===== config.mk =====
export PLATFORM = sky130hd
export DESIGN_NAME = line_rasterizer
export DESIGN_NICKNAME = d
export VERILOG_FILES = /design/src/lr_pkg.sv /design/src/line_rasterizer.sv
export SDC_FILE = /design/constraint.sdc
export NUM_CORES = 1
export LEC_CHECK = 0
export BUFFER_PORTS_ARGS = -buffer_cell sky130_fd_sc_hd__buf_2
export CAP_MARGIN = 20
export CELL_PAD_IN_SITES_DETAIL_PLACEMENT = 0
export CELL_PAD_IN_SITES_GLOBAL_PLACEMENT = 2
export CORE_MARGIN = 2
export CORE_UTILIZATION = 43
export CTS_CLUSTER_SIZE = 30
export DETAILED_ROUTE_END_ITERATION = 12
export PLACE_DENSITY_LB_ADDON = 0.05
export SLEW_MARGIN = 25
export SYNTH_ARGS = -nofsm -noshare
export SYNTH_HDL_FRONTEND = slang
export SYNTH_SLANG_ARGS = --single-unit

===== constraint.sdc =====
create_clock -name clk -period 22 [get_ports clk]
set_clock_uncertainty 0.05 [all_clocks]
set_input_delay 6.6 -clock clk [delete_from_list [all_inputs] [get_ports clk]]
set_output_delay 6.6 -clock clk [all_outputs]
set_load 0.01 [all_outputs]

===== src/lr_pkg.sv =====
package lr_pkg;

  localparam int CoordBits = 12;
  localparam int ErrBits   = CoordBits + 3;
  localparam int PitchBits = 13;
  localparam int AddrBits  = 24;
  localparam int ColorBits = 32;
  localparam int ProdBits  = CoordBits + PitchBits;

  localparam logic [PitchBits-1:0] PitchReset = PitchBits'(1024);

  typedef enum logic {
    ACT_START = 1'b0,
    ACT_STEP  = 1'b1
  } action_t;

  typedef struct packed {
    logic                 valid_res;
    logic [CoordBits-1:0] x;
    logic [CoordBits-1:0] y;
    logic [ColorBits-1:0] color;
    logic                 last;
  } pix_t;

endpackage


===== src/line_rasterizer.sv =====
// Bresenham line stepper for a 32-bit-per-pixel frame buffer.
// Input channel (in_valid/in_ready): in_action = start loads the endpoints
// and color from the same item and yields the first pixel; in_action = step
// yields the next pixel of the active line, or a result with out_valid_res
// low when no line is active.
// Result channel (out_valid/out_ready): exactly one item per input item, in
// order, with coordinates, word address y * pitch + x (mod 2^24), color and
// a last flag on the final pixel.
// cfg_wr_en/cfg_wr_data write the row pitch in words; write only while no
// item is in flight.
// Between input accept and out_valid the item passes two registered
// stages: one stage runs the line stepper, the second forms the address
// with one 12x13 multiply. Throughput is one item per cycle while
// out_ready is high; the stepper update itself is combinational.
// Reset (rst_n low, synchronous) drops any active line, empties both
// stages and sets the pitch to 1024. When out_ready is low the two stages
// fill, then in_ready falls; nothing is lost or repeated.
module line_rasterizer
  import lr_pkg::*;
(
  input  logic                 clk,
  input  logic                 rst_n,

  input  logic                 in_valid,
  output logic                 in_ready,
  input  logic                 in_action,
  input  logic [CoordBits-1:0] in_x_start,
  input  logic [CoordBits-1:0] in_y_start,
  input  logic [CoordBits-1:0] in_x_end,
  input  logic [CoordBits-1:0] in_y_end,
  input  logic [ColorBits-1:0] in_draw_color,

  output logic                 out_valid,
  input  logic                 out_ready,
  output logic                 out_valid_res,
  output logic [CoordBits-1:0] out_pixel_x,
  output logic [CoordBits-1:0] out_pixel_y,
  output logic [AddrBits-1:0]  out_pixel_addr,
  output logic [ColorBits-1:0] out_pixel_color,
  output logic                 out_last,

  input  logic                 cfg_wr_en,
  input  logic [PitchBits-1:0] cfg_wr_data
);

  logic [PitchBits-1:0] pitch_r;

  logic                        active_r, active_nxt;
  logic [CoordBits-1:0]        cur_x_r, cur_x_nxt;
  logic [CoordBits-1:0]        cur_y_r, cur_y_nxt;
  logic signed [ErrBits-1:0]   err_r, err_nxt;
  logic [CoordBits:0]          tmaj_r, tmaj_nxt;
  logic [CoordBits:0]          tmin_r, tmin_nxt;
  logic [CoordBits-1:0]        steps_r, steps_nxt;
  logic                        major_x_r, major_x_nxt;
  logic                        minor_neg_r, minor_neg_nxt;
  logic [ColorBits-1:0]        color_r, color_nxt;

  logic a_vld_r;
  pix_t a_pix_r, a_pix_nxt;
  logic b_vld_r;
  pix_t b_pix_r;
  logic [AddrBits-1:0] b_addr_r;

  logic a_ready;
  logic in_fire;
  logic [ProdBits-1:0] addr_full;

  logic [CoordBits-1:0]      dx, dy, maj, mnr;
  logic                      shallow;
  logic signed [ErrBits-1:0] tmaj_ext, tmin_ext, err_adj;
  logic                      err_pos;

  assign a_ready  = !b_vld_r || out_ready;
  assign in_ready = !a_vld_r || a_ready;
  assign in_fire  = in_valid && in_ready;

  always_comb begin
    active_nxt    = active_r;
    cur_x_nxt     = cur_x_r;
    cur_y_nxt     = cur_y_r;
    err_nxt       = err_r;
    tmaj_nxt      = tmaj_r;
    tmin_nxt      = tmin_r;
    steps_nxt     = steps_r;
    major_x_nxt   = major_x_r;
    minor_neg_nxt = minor_neg_r;
    color_nxt     = color_r;
    a_pix_nxt     = '0;

    dx = (in_x_start > in_x_end) ? in_x_start - in_x_end : in_x_end - in_x_start;
    dy = (in_y_start > in_y_end) ? in_y_start - in_y_end : in_y_end - in_y_start;
    shallow = dx >= dy;
    maj = shallow ? dx : dy;
    mnr = shallow ? dy : dx;

    tmaj_ext = $signed({2'b00, tmaj_r});
    tmin_ext = $signed({2'b00, tmin_r});
    err_pos  = !err_r[ErrBits-1] && (err_r != '0);
    err_adj  = err_pos ? err_r - tmaj_ext : err_r;

    if (action_t'(in_action) == ACT_START) begin
      major_x_nxt = shallow;
      if (shallow) begin
        if (in_x_start <= in_x_end) begin
          cur_x_nxt     = in_x_start;
          cur_y_nxt     = in_y_start;
          minor_neg_nxt = in_y_end < in_y_start;
        end else begin
          cur_x_nxt     = in_x_end;
          cur_y_nxt     = in_y_end;
          minor_neg_nxt = in_y_start < in_y_end;
        end
      end else begin
        if (in_y_start <= in_y_end) begin
          cur_x_nxt     = in_x_start;
          cur_y_nxt     = in_y_start;
          minor_neg_nxt = in_x_end < in_x_start;
        end else begin
          cur_x_nxt     = in_x_end;
          cur_y_nxt     = in_y_end;
          minor_neg_nxt = in_x_start < in_x_end;
        end
      end
      tmaj_nxt   = {maj, 1'b0};
      tmin_nxt   = {mnr, 1'b0};
      err_nxt    = $signed({2'b00, mnr, 1'b0}) - $signed({3'b000, maj});
      steps_nxt  = maj;
      color_nxt  = in_draw_color;
      active_nxt = maj != '0;
      a_pix_nxt.valid_res = 1'b1;
      a_pix_nxt.x         = cur_x_nxt;
      a_pix_nxt.y         = cur_y_nxt;
      a_pix_nxt.color     = in_draw_color;
      a_pix_nxt.last      = maj == '0;
    end else if (active_r) begin
      if (err_pos) begin
        if (major_x_r) begin
          cur_y_nxt = minor_neg_r ? cur_y_r - 1'b1 : cur_y_r + 1'b1;
        end else begin
          cur_x_nxt = minor_neg_r ? cur_x_r - 1'b1 : cur_x_r + 1'b1;
        end
      end
      if (major_x_r) begin
        cur_x_nxt = cur_x_r + 1'b1;
      end else begin
        cur_y_nxt = cur_y_r + 1'b1;
      end
      err_nxt    = err_adj + tmin_ext;
      steps_nxt  = steps_r - 1'b1;
      active_nxt = steps_nxt != '0;
      a_pix_nxt.valid_res = 1'b1;
      a_pix_nxt.x         = cur_x_nxt;
      a_pix_nxt.y         = cur_y_nxt;
      a_pix_nxt.color     = color_r;
      a_pix_nxt.last      = steps_nxt == '0;
    end
  end

  assign addr_full = {{PitchBits{1'b0}}, a_pix_r.y} * {{CoordBits{1'b0}}, pitch_r}
                   + {{PitchBits{1'b0}}, a_pix_r.x};

  always_ff @(posedge clk) begin
    if (!rst_n) begin
      pitch_r  <= PitchReset;
      active_r <= 1'b0;
      a_vld_r  <= 1'b0;
      b_vld_r  <= 1'b0;
    end else begin
      if (cfg_wr_en) begin
        pitch_r <= cfg_wr_data;
      end
      if (in_ready) begin
        a_vld_r <= in_valid;
      end
      if (in_fire) begin
        active_r <= active_nxt;
      end
      if (a_ready) begin
        b_vld_r <= a_vld_r;
      end
    end
  end

  always_ff @(posedge clk) begin
    if (in_fire) begin
      cur_x_r     <= cur_x_nxt;
      cur_y_r     <= cur_y_nxt;
      err_r       <= err_nxt;
      tmaj_r      <= tmaj_nxt;
      tmin_r      <= tmin_nxt;
      steps_r     <= steps_nxt;
      major_x_r   <= major_x_nxt;
      minor_neg_r <= minor_neg_nxt;
      color_r     <= color_nxt;
      a_pix_r     <= a_pix_nxt;
    end
    if (a_vld_r && a_ready) begin
      b_pix_r  <= a_pix_r;
      b_addr_r <= AddrBits'(addr_full);
    end
  end

  assign out_valid       = b_vld_r;
  assign out_valid_res   = b_pix_r.valid_res;
  assign out_pixel_x     = b_pix_r.x;
  assign out_pixel_y     = b_pix_r.y;
  assign out_pixel_addr  = b_addr_r;
  assign out_pixel_color = b_pix_r.color;
  assign out_last        = b_pix_r.last;

  a_active_steps: assert property (@(posedge clk) disable iff (!rst_n)
    active_r |-> steps_r != '0)
    else $error("active line with no steps left");

  a_idle_step: assert property (@(posedge clk) disable iff (!rst_n)
    in_fire && (action_t'(in_action) == ACT_STEP) && !active_r
      |=> a_vld_r && !a_pix_r.valid_res)
    else $error("step while idle produced a pixel");

  a_start_pixel: assert property (@(posedge clk) disable iff (!rst_n)
    in_fire && (action_t'(in_action) == ACT_START)
      |=> a_vld_r && a_pix_r.valid_res && (a_pix_r.last == !active_r))
    else $error("start item did not yield its first pixel");

  a_last_ends: assert property (@(posedge clk) disable iff (!rst_n)
    in_fire && active_r && (action_t'(in_action) == ACT_STEP) && (steps_r == 1)
      |=> !active_r && a_pix_r.last)
    else $error("final step did not end the line");

endmodule

======== Word level (Yosys, flattened, before mapping) ========
Index checks and enable logic that the tools add are counted.
storage, ports and cells
  register bits ........................... 265
  word-level logic and storage cells ...... 96
cells by class
  $add $sub $neg .......................... 13
  $mul .................................... 1
  order comparisons ....................... 9
  equality and inequality tests ........... 1
  multiplexer cells ....................... 32
  bitwise logic cells ..................... 1
  reductions and logical operators ........ 15
operator list
  kind                     count
  $mux W12                 22
  $mux W58                 1
  $mux W57                 1
  $lt A12 B12 Y1           4
  $sub A12 B12 Y12         4
  $mux W15                 3
  $sub A12 B1 Y12 const B  3
  $add A12 B1 Y12 const B  2
  $add A24 B12 Y24         1
  $gt A12 B12 Y1           2
  $le A12 B12 Y1           2
  $logic_not A12 Y1        2
  $mul A12 B13 Y24         1
  $reduce_bool A12 Y1      2
  $add A15 B14 Y15         1
  $reduce_bool A15 Y1      1
  $sub A15 B14 Y15         1
  $sub A13 B12 Y14         1
  $ge A12 B12 Y1           1
  $mux W1                  5
  $reduce_and A2 Y1        2
  $logic_and A1 B1 Y1      3
  $logic_not A1 Y1         3
  $logic_or A1 B1 Y1       2
  other kinds (2)          2

======== Depth between registers and ports, before layout ========
Gate-level depths: netlist of the first run.
  word-level depth ........................ 6
  mapped depth ............................ 34
  depth with buffers taken out ............ 30

======== Least setup slack after synthesis of the first run ========
Ideal clock, no wire load.
  path kind ............................... in2reg
  start point ............................. input port in_x_start[0]
  end point ............................... register err_r[11], data pin
  library setup time ...................... 136 ps
  arrival ................................. 13475 ps
  required time ........................... 21814 ps
  setup slack ............................. 8339 ps
  stages on the path ...................... 34
  path through ............................ inv_1 ha_1 inv_1 fa_1 a211oi_1 o211a_1 o21ai_1 buf_2 a221oi_2 o311ai_1 a211oi_1 o21ai_1 a221oi_2 xor2_1 inv_1 ha_1 a211o_1 a211oi_1 or2_1 buf_6 clkbuf_1 clkbuf_1 buf_1 nor2_1 a21oi_1 ha_1 nand2_1 o21ai_0 maj3_2 maj3_2 a21boi_2 o311ai_2 or4b_1 nand3_1
between the ends
  longest elaborated chain between the ends .. 6
  elaborated cells between the ends (all ways) .. 9
  classes of those cells .................. add/sub (3); order compare (2); mux (4)
ends and longest elaborated chain
  what                                                       RTL line                RTL
  start, declared                                            line_rasterizer.sv:27   input logic [CoordBits-1:0] in_x_start,
  $sub A12 B12 Y12 / $gt A12 B12 Y1 (equally long branches)  line_rasterizer.sv:91   dx = (in_x_start > in_x_end) ? in_x_start - in_x_end : in_x_end - in_x_start;
  $mux W12 *                                                 line_rasterizer.sv:91
  $ge A12 B12 Y1                                             line_rasterizer.sv:93   shallow = dx >= dy;
  $mux W12 *                                                 line_rasterizer.sv:95   mnr = shallow ? dy : dx;
  net mnr[0]                                                 line_rasterizer.sv:69   logic [CoordBits-1:0] dx, dy, maj, mnr;
  $sub A13 B12 Y14 *                                         line_rasterizer.sv:127  err_nxt = $signed({2'b00, mnr, 1'b0}) - $signed({3'b000, maj});
  $mux W15 *                                                 line_rasterizer.sv:102  if (action_t'(in_action) == ACT_START) begin
  net err_nxt[11]                                            line_rasterizer.sv:51   logic signed [ErrBits-1:0] err_r, err_nxt;
  end signal, assigned                                       line_rasterizer.sv:189  err_r <= err_nxt;
  end, declared                                              line_rasterizer.sv:51
The timed path passes the listed nets; every way through them passes the cells marked *.
A chain may end at the register's enable or synchronous reset.

======== Worst setup path after layout of the first run ========
  start point ............................. input port in_x_start[0]
  end point ............................... register err_r[11], data pin
between the ends
  longest elaborated chain between the ends .. 6
  elaborated cells between the ends (all ways) .. 9
  classes of those cells .................. add/sub (3); order compare (2); mux (4)
ends and longest elaborated chain
  what                                                       RTL line
  $sub A12 B12 Y12 / $gt A12 B12 Y1 (equally long branches)  line_rasterizer.sv:91
  $mux W12 *                                                 line_rasterizer.sv:91
  $ge A12 B12 Y1                                             line_rasterizer.sv:93
  $mux W12 (on tied branches)                                line_rasterizer.sv:95, line_rasterizer.sv:94
  $sub A13 B12 Y14 *                                         line_rasterizer.sv:127
  $mux W15 *                                                 line_rasterizer.sv:102
  net err_nxt[11]                                            line_rasterizer.sv:51
Marks and branches as above.

==> results of run 1 <==
[area by class of cell]
type	count	share of cell area [%]
Sequential cell	265	33.6
Inverter	269	4.35
Clock inverter	21	1.03
Antenna cell	1	0.0108
Multi-Input combinational cell	1400	49.3
Timing Repair Buffer	194	4.31
Tap cell	615	3.31
Clock buffer	42	4.10
[placed cells by master (no fill, tap or decap), types with 5 or more instances in the layout]
cell type and count:
clkinvlp_4 5, nor2b_1 19, and2_1 88, nor2_1 101, a31oi_1 17, a22o_1 32, and4_1 8, o21ai_1 8
nand3_1 26, or3_1 12, edfxtp_1 249, dfxtp_1 16, and3_1 16, nor3_1 30, clkbuf_8 5, xor2_1 31
xnor2_1 66, clkinv_2 5, inv_1 266, a21boi_0 6, a21oi_1 105, a21o_1 25, o211ai_1 11, o21bai_1 16
o21ai_0 85, nor4_1 8, ha_1 163, mux2i_1 27, o21a_1 9, buf_2 182, clkbuf_16 35, nand2_1 198
buf_4 12, fa_1 127, nand2b_1 13, o22ai_1 11, a211oi_1 24, o31ai_1 6
[power by group through the flow]
stage / combinational (mW) / clock (mW) / sequential (mW)
finish: 1.37 / 0.577 / 0.759
global route: 1.57 / 0.612 / 0.769
CTS: 1.38 / 0.597 / 0.760
detailed placement: 1.37 / 0 / 0.770
global placement: 1.36 / 0 / 0.770
floorplan: 1.04 / 0 / 0.743
[critical path: cells and delay by family]
| kind | cells | cell delay (ps) |
|---|---|---|
| AOI/OAI and AO/OA | 15 | 4040 |
| xor gates and xnor gates | 1 | 370 |
| adders and majority gates | 6 | 1800 |
| buffers and inverters | 5 | 710 |
| and+or+nand+nor | 3 | 1080 |
[worst paths after layout]
| kind | startpoint | endpoint | depth (start not counted) |
|---|---|---|---|
| worst min-delay path | a_pix_r[1] | out_pixel_color[0] | 0 |
| worst max register to register | pitch_r[6] | out_pixel_addr[23] | 23 |
| worst min register to register | a_pix_r[1] | out_pixel_color[0] | 0 |
| worst max-delay path | in_x_start[0] | err_r[11] | 30 |
[state kept, by name, summed over array words and instances, names as in the netlist]
| name | count |
|---|---|
| color_r | 32 |
| out_pixel_y | 12 |
| cur_x_r | 12 |
| tmin_r | 12 |
| out_pixel_color | 32 |
| out_pixel_addr | 24 |
| major_x_r | 1 |
| out_valid_res | 1 |
| err_r | 15 |
| steps_r | 12 |
| pitch_r | 13 |
| active_r | 1 |
| out_pixel_x | 12 |
| out_last | 1 |
| minor_neg_r | 1 |
| out_valid | 1 |
| tmaj_r | 12 |
| a_pix_r | 58 |
| cur_y_r | 12 |
| a_vld_r | 1 |
[routing by layer]
| metal | routed length, um | track usage, % | vias to the layer above | share of wire, % |
|---|---|---|---|---|
| met3 | 1740 | 2.72 | 66 | 3.4 |
| met5 | 0 | 0 | - | 0 |
| li1 | - | - | 7295 | - |
| met4 | 1150 | 6.00 | 0 | 2.2 |
| met1 | 24300 | 28.9 | 7151 | 47 |
| met2 | 24600 | 35.6 | 250 | 48 |
[cell families after synthesis]
logic type / after synthesis / synth area share [%]
AND/OR/NAND/NOR: 554 / 13.3
adder cells (fa/ha/maj): 292 / 22.4
buffers and inverters: 351 / 6.55
XOR/XNOR: 98 / 4.21
flip-flops: 265 / 37.9
AO/OA/AOI/OAI: 423 / 13.9
multiplexers: 33 / 1.73
==> metrics.md, run 1 <==
| Metric | Value |
|---|---|
| Power density cells | `117 nW/um2` |
| Register area | `7800 um2` |
| Sequential share of power | `28.0%` |
| Worst min path class | `reg -> reg` |
| Syn. warnings | `0` |
| Sequential fraction of the synthesis area | `37.9%` |
| Static Leak | `10.1 nW` |
| Comb power frac | `50.7%` |
| Clock period minus worst slack | `14,280 ps` |
| Synth Cell Area | `20,600 um2` |
| Worst R2R Setup Slack | `15,450 ps` |
| Area leader, netlist | `edfxtp_1` |
| Area contributors post-synth | `edfxtp_1, fa_1, ha_1` |
| Num CTS Buffers | `35` |
| Post-synth EDFFs | `249` |
| Unrepaired setup endpoints after global routing | `false` |
| Final ANT Viol Nets | `0` |
| Pin count of the biggest net entering global routing | `59` |
| Worst Path Class, Setup | `in -> reg` |
| Internal power | `1.59 mW` |
| Layout cells sized above 1 | `13.6%` |
| Via count | `14,762` |
| Top-area cell type share of the netlist area | `36.4%` |
| Multi-input logic area | `11,500 um2` |
| Post-Synthesis Cells | `2,016` |
| Fmax | `70.0 MHz` |
| CTS Hold Bufs | `0` |
| Non-Filler Instances | `2,807` |
| CP max FO | `22` |
| Total chip power | `2.71 mW` |
| Slew margin rel. | `36.3%` |
| Slew @ Worst Pin | `956 ps` |
| # H-tree levels | `2` |
| Switching power of the nets | `1.11 mW` |
| Status | `completed` |
| Area grow syn2layout | `12.9%` |
| Chip Height | `223 um` |
| Post-DP HPWL | `40,200 um` |
| Post_cts resized | `0` |
| Die W | `223 um` |
| Post-CTS Setup Inserts | `0` |
| Most common flop cell mapped by yosys | `edfxtp_1` |
| Final instance area | `23,200 um2` |
| Worst setup EP type | `register` |
| Worst VDD drop | `58.4 uV` |
| Initial core utilization | `43.4%` |
| Final Max Tran Viols | `0` |
| Period utilization | `64.9%` |
| CP required | `22,360 ps` |
| Final number of hold-violating endpoints | `0` |
| Count of final setup violators | `0` |
| Avg Synthesized Cell Area | `10.2 um2` |
| Clock group share of total power | `21.3%` |
| Slowest cell delay on critical path | `790 ps` |
| Post-place setup slack | `7140 ps` |
| Placed Area | `22,000 um2` |
| Die footprint | `49,600 um2` |
| Avg WL per Cell | `18.4 um` |
| Setup tns final | `0 ps` |
| Number of synthesized register bits | `265` |
| Cell count after placement | `2,743` |
| Core ar. | `47,400 um2` |
| Nets | `2,554` |
| Netlist cell types | `103` |
| Port buffer count | `182` |
| Vias per cell | `5.26` |
| First-pass DRT Iterations | `5` |
| Final WL | `51,700 um` |
| Final WS setup | `7720 ps` |
| DR iter-0 viols | `854` |
| Worst EP arrival | `14,640 ps` |
| # fillers | `4,463` |
| Ys async rst share | `0%` |
| Sw Ratio | `41.1%` |
| GP Congestion | `0.832` |
| Clock Path Buffers | `3` |
| Count leader, synth | `inv_1` |
| Vias in the first global route | `15,048` |
| Minimum hold slack | `368 ps` |
| First-pass GRT wire length | `82,800 um` |
| Residual DRC | `0` |
| Crit path max-delay cell type | `a21oi_1` |
| Most frequent cells after synthesis | `inv_1, edfxtp_1, nand2_1` |
| Final core occ | `48.9%` |
| Clock sink total | `265` |
| CTS tree | `yes` |
| Global Route Usage Sum | `21.2%` |
| Clock Tree Root | `clkbuf_16` |
| Clk Latency, worst-skew pair | `540 ps` |
| Row cnt | `80` |
| Clk slew on worst S/H paths | `60 ps` |
| Total of max-cap violations | `0` |
| Grt total ovfl | `0` |
| Syn_nets | `2,405` |
| Worst setup SP type | `input port` |
| Ports | `183` |
| Initial antenna violation count | `1` |
Note: power is estimated with default switching activity, not from simulation.
==> run 2: changes to the inputs <==
CORE_UTILIZATION = 40   (was 43)
clock period = 14.2 ns   (was 22 ns; I/O delays follow)
==> metrics.md, run 2 (synthesis results as in run 1) <==
| Metric | Value |
|---|---|
| Internal power | `2.42 mW (+52%)` |
| Final instance area | `23,200 um2 (about the same)` |
| Critical path buffers and inverters | `6 (+1)` |
| Comb power frac | `51.6% (+0.9 points)` |
| Worst setup EP type | `register` |
| Post-DP HPWL | `42,300 um (+5.3%)` |
| Max FFs per register | `58 (unchanged)` |
| Clock group share of total power | `20.1% (-1.2 points)` |
| Residual DRC | `0 (unchanged)` |
| Die footprint | `53,300 um2 (+7.4%)` |
| CP required | `14,600 ps (-7760 ps)` |
| Worst EP arrival | `12,240 ps (-2400 ps)` |
| Core ar. | `51,100 um2 (+7.7%)` |
| First-pass DRT Iterations | `5 (unchanged)` |
| Sequential share of power | `28.4% (+0.4 points)` |
| Ports | `183 (unchanged)` |
| Row cnt | `83 (+3.8%)` |
| Post_cts resized | `0 (unchanged)` |
| DR WL met2 | `26,000 um (+5.7%)` |
| Final Max Tran Viols | `0 (unchanged)` |
| Post-CTS Setup Inserts | `0 (unchanged)` |
| Metal-1 WL | `24,600 um (+1.3%)` |
| Clk slew on worst S/H paths | `60 ps (about the same)` |
| Clock period minus worst slack | `11,840 ps` |
| Num CTS Buffers | `31 (-11%)` |
| Avg WL per Cell | `18.8 um (+2.1%)` |
| CTS Hold Bufs | `0 (unchanged)` |
| Count of final setup violators | `0 (unchanged)` |
| Vias per cell | `5.15 (-2.0%)` |
| Status | `completed` |
| Period utilization | `83.4%` |
| Commonest non-fill, non-tap cells in the layout | `inv_1, edfxtp_1, nand2_1, buf_2, ha_1` |
| Clock sink total | `265 (unchanged)` |
| Sw Ratio | `41.5% (+0.39 points)` |
| Power density cells | `179 nW/um2 (+53%)` |
| Crit path max-delay cell type | `a21oi_1` |
| # H-tree levels | `1 (-1)` |
| Final number of hold-violating endpoints | `0 (unchanged)` |
| Worst VDD drop | `103 uV (+76%)` |
| Initial core utilization | `40.3% (-3.1 points)` |
| Area grow syn2layout | `12.8% (about the same)` |
| Non-Filler Instances | `2,870 (+2.2%)` |
| Layout cells sized above 1 | `13.4% (-0.12 points)` |
| Slowest cell delay on critical path | `800 ps (about the same)` |
| Initial antenna violation count | `3 (+2)` |
| Cell count after placement | `2,811 (+2.5%)` |
| Unrepaired setup endpoints after global routing | `false` |
| Highest routed layer | `met4` |
| GP Congestion | `0.858 (+3.1%)` |
| Pin count of the biggest net entering global routing | `60 (+1.7%)` |
| Die W | `231 um (+3.6%)` |
| Final ANT Viol Nets | `0 (unchanged)` |
| Worst setup SP type | `input port` |
| CTS tree | `yes` |
| Switching power of the nets | `1.72 mW (+55%)` |
| Global Route Usage Sum | `20.4% (-0.80 points)` |
| Total of max-cap violations | `0 (unchanged)` |
| Routed length on met3 | `2050 um (+18%)` |
| Post-place setup slack | `1870 ps (-5270 ps)` |
| Clock Tree Root | `clkbuf_16` |
| Clock Path Buffers | `3 (unchanged)` |
| Final WL | `54,000 um (+4.4%)` |
| DR iter-0 viols | `830 (-2.8%)` |
| Placed Area | `22,100 um2 (+0.47%)` |
| Via count | `14,792 (+0.20%)` |
| Slew margin rel. | `34.7% (-1.6 points)` |
| Slew @ Worst Pin | `980 ps (+23.9 ps)` |
| Chip Height | `231 um (+3.6%)` |
| Delay-heaviest family, CP | `compound AO/OA/AOI/OAI gates` |
| Nets | `2,553 (-0.039%)` |
| Commonest non-fill, non-tap cell in the layout | `inv_1` |
| Static Leak | `10.0 nW (-0.33%)` |
| Vias in the first global route | `14,990 (-0.39%)` |
| Setup tns final | `0 ps (unchanged)` |
| Worst Path Class, Setup | `in -> reg` |
| CP max FO | `36 (+64%)` |
| Grt total ovfl | `0 (unchanged)` |
| Biggest register | `a_pix_r` |
| Port buffer count | `182 (unchanged)` |
| First-pass GRT wire length | `85,300 um (+3.1%)` |
| Final WS setup | `2360 ps (-5360 ps)` |
| Clk Latency, worst-skew pair | `590 ps (+50 ps)` |
| Worst min path class | `reg -> reg` |
| Fmax | `84.5 MHz` |
[run 2: changes by cell type in the layout (fill, tap and decap cells not counted), moves of 2 or more]
cell / delta
buf_4: +3
clkbuf_16: -4
clkinvlp_4: -2
clkbuf_8: -2
[run 2: layout make-up]
cell class	count	area [um2]
repair buffers	197	1020
multi-input cells	1400	11500
diodes	1	2.50
inverters	269	1010
fillers	4977	27900
flip-flops and latches	265	7800
clock buffers	37	828
clock inverters	21	245
well taps	680	851
[run 2: final timing paths]
check | slack [ps] | endpoint | startpoint | depth (start not counted)
min | 370 | out_pixel_color[9] | a_pix_r[10] | 0
max | 2360 | err_r[11] | in_x_start[0] | 31
min reg2reg | 370 | out_pixel_color[9] | a_pix_r[10] | 0
max reg2reg | 7690 | out_pixel_addr[23] | pitch_r[4] | 22
[run 2: worst register-to-register path, stage by stage (launching register included)]
cell      delay (ps)
dfxtp_1          730
nand2_1          180
fa_1             570
inv_1             50
fa_1             440
ha_1             290
ha_1             270
inv_1             40
fa_1             480
inv_1             70
fa_1             410
a21o_1           190
a21oi_1          220
o21bai_1          90
a21oi_1          220
o21bai_1         110
a21o_1           210
a211oi_1         420
o21ai_0          250
a311oi_1         380
o21bai_1         200
nor4_1           290
nor3_1            80
[run 2: per-stage QoR]
step	util (%)	power [mW]	hold slack, ps
floorplan	-	2.76	350
global placement	43.3	3.33	351
detailed placement	43.3	3.34	355
CTS	45.4	4.19	369
global route	45.4	4.50	375
finish	45.4	4.15	367
[run 2: per-layer routing]
layer / up-vias / track usage (%)
li1: 7266 / -
met3: 64 / 1.93
met4: 0 / 5.79
met5: - / 0
met1: 7186 / 27.7
met2: 276 / 34.9
[run 2: power groups by stage]
stage / registers [mW] / clock network (mW) / logic, mW
CTS: 1.18 / 0.855 / 2.16
global placement: 1.19 / 0 / 2.13
floorplan: 1.15 / 0 / 1.61
finish: 1.18 / 0.833 / 2.14
detailed placement: 1.19 / 0 / 2.14
global route: 1.19 / 0.884 / 2.43
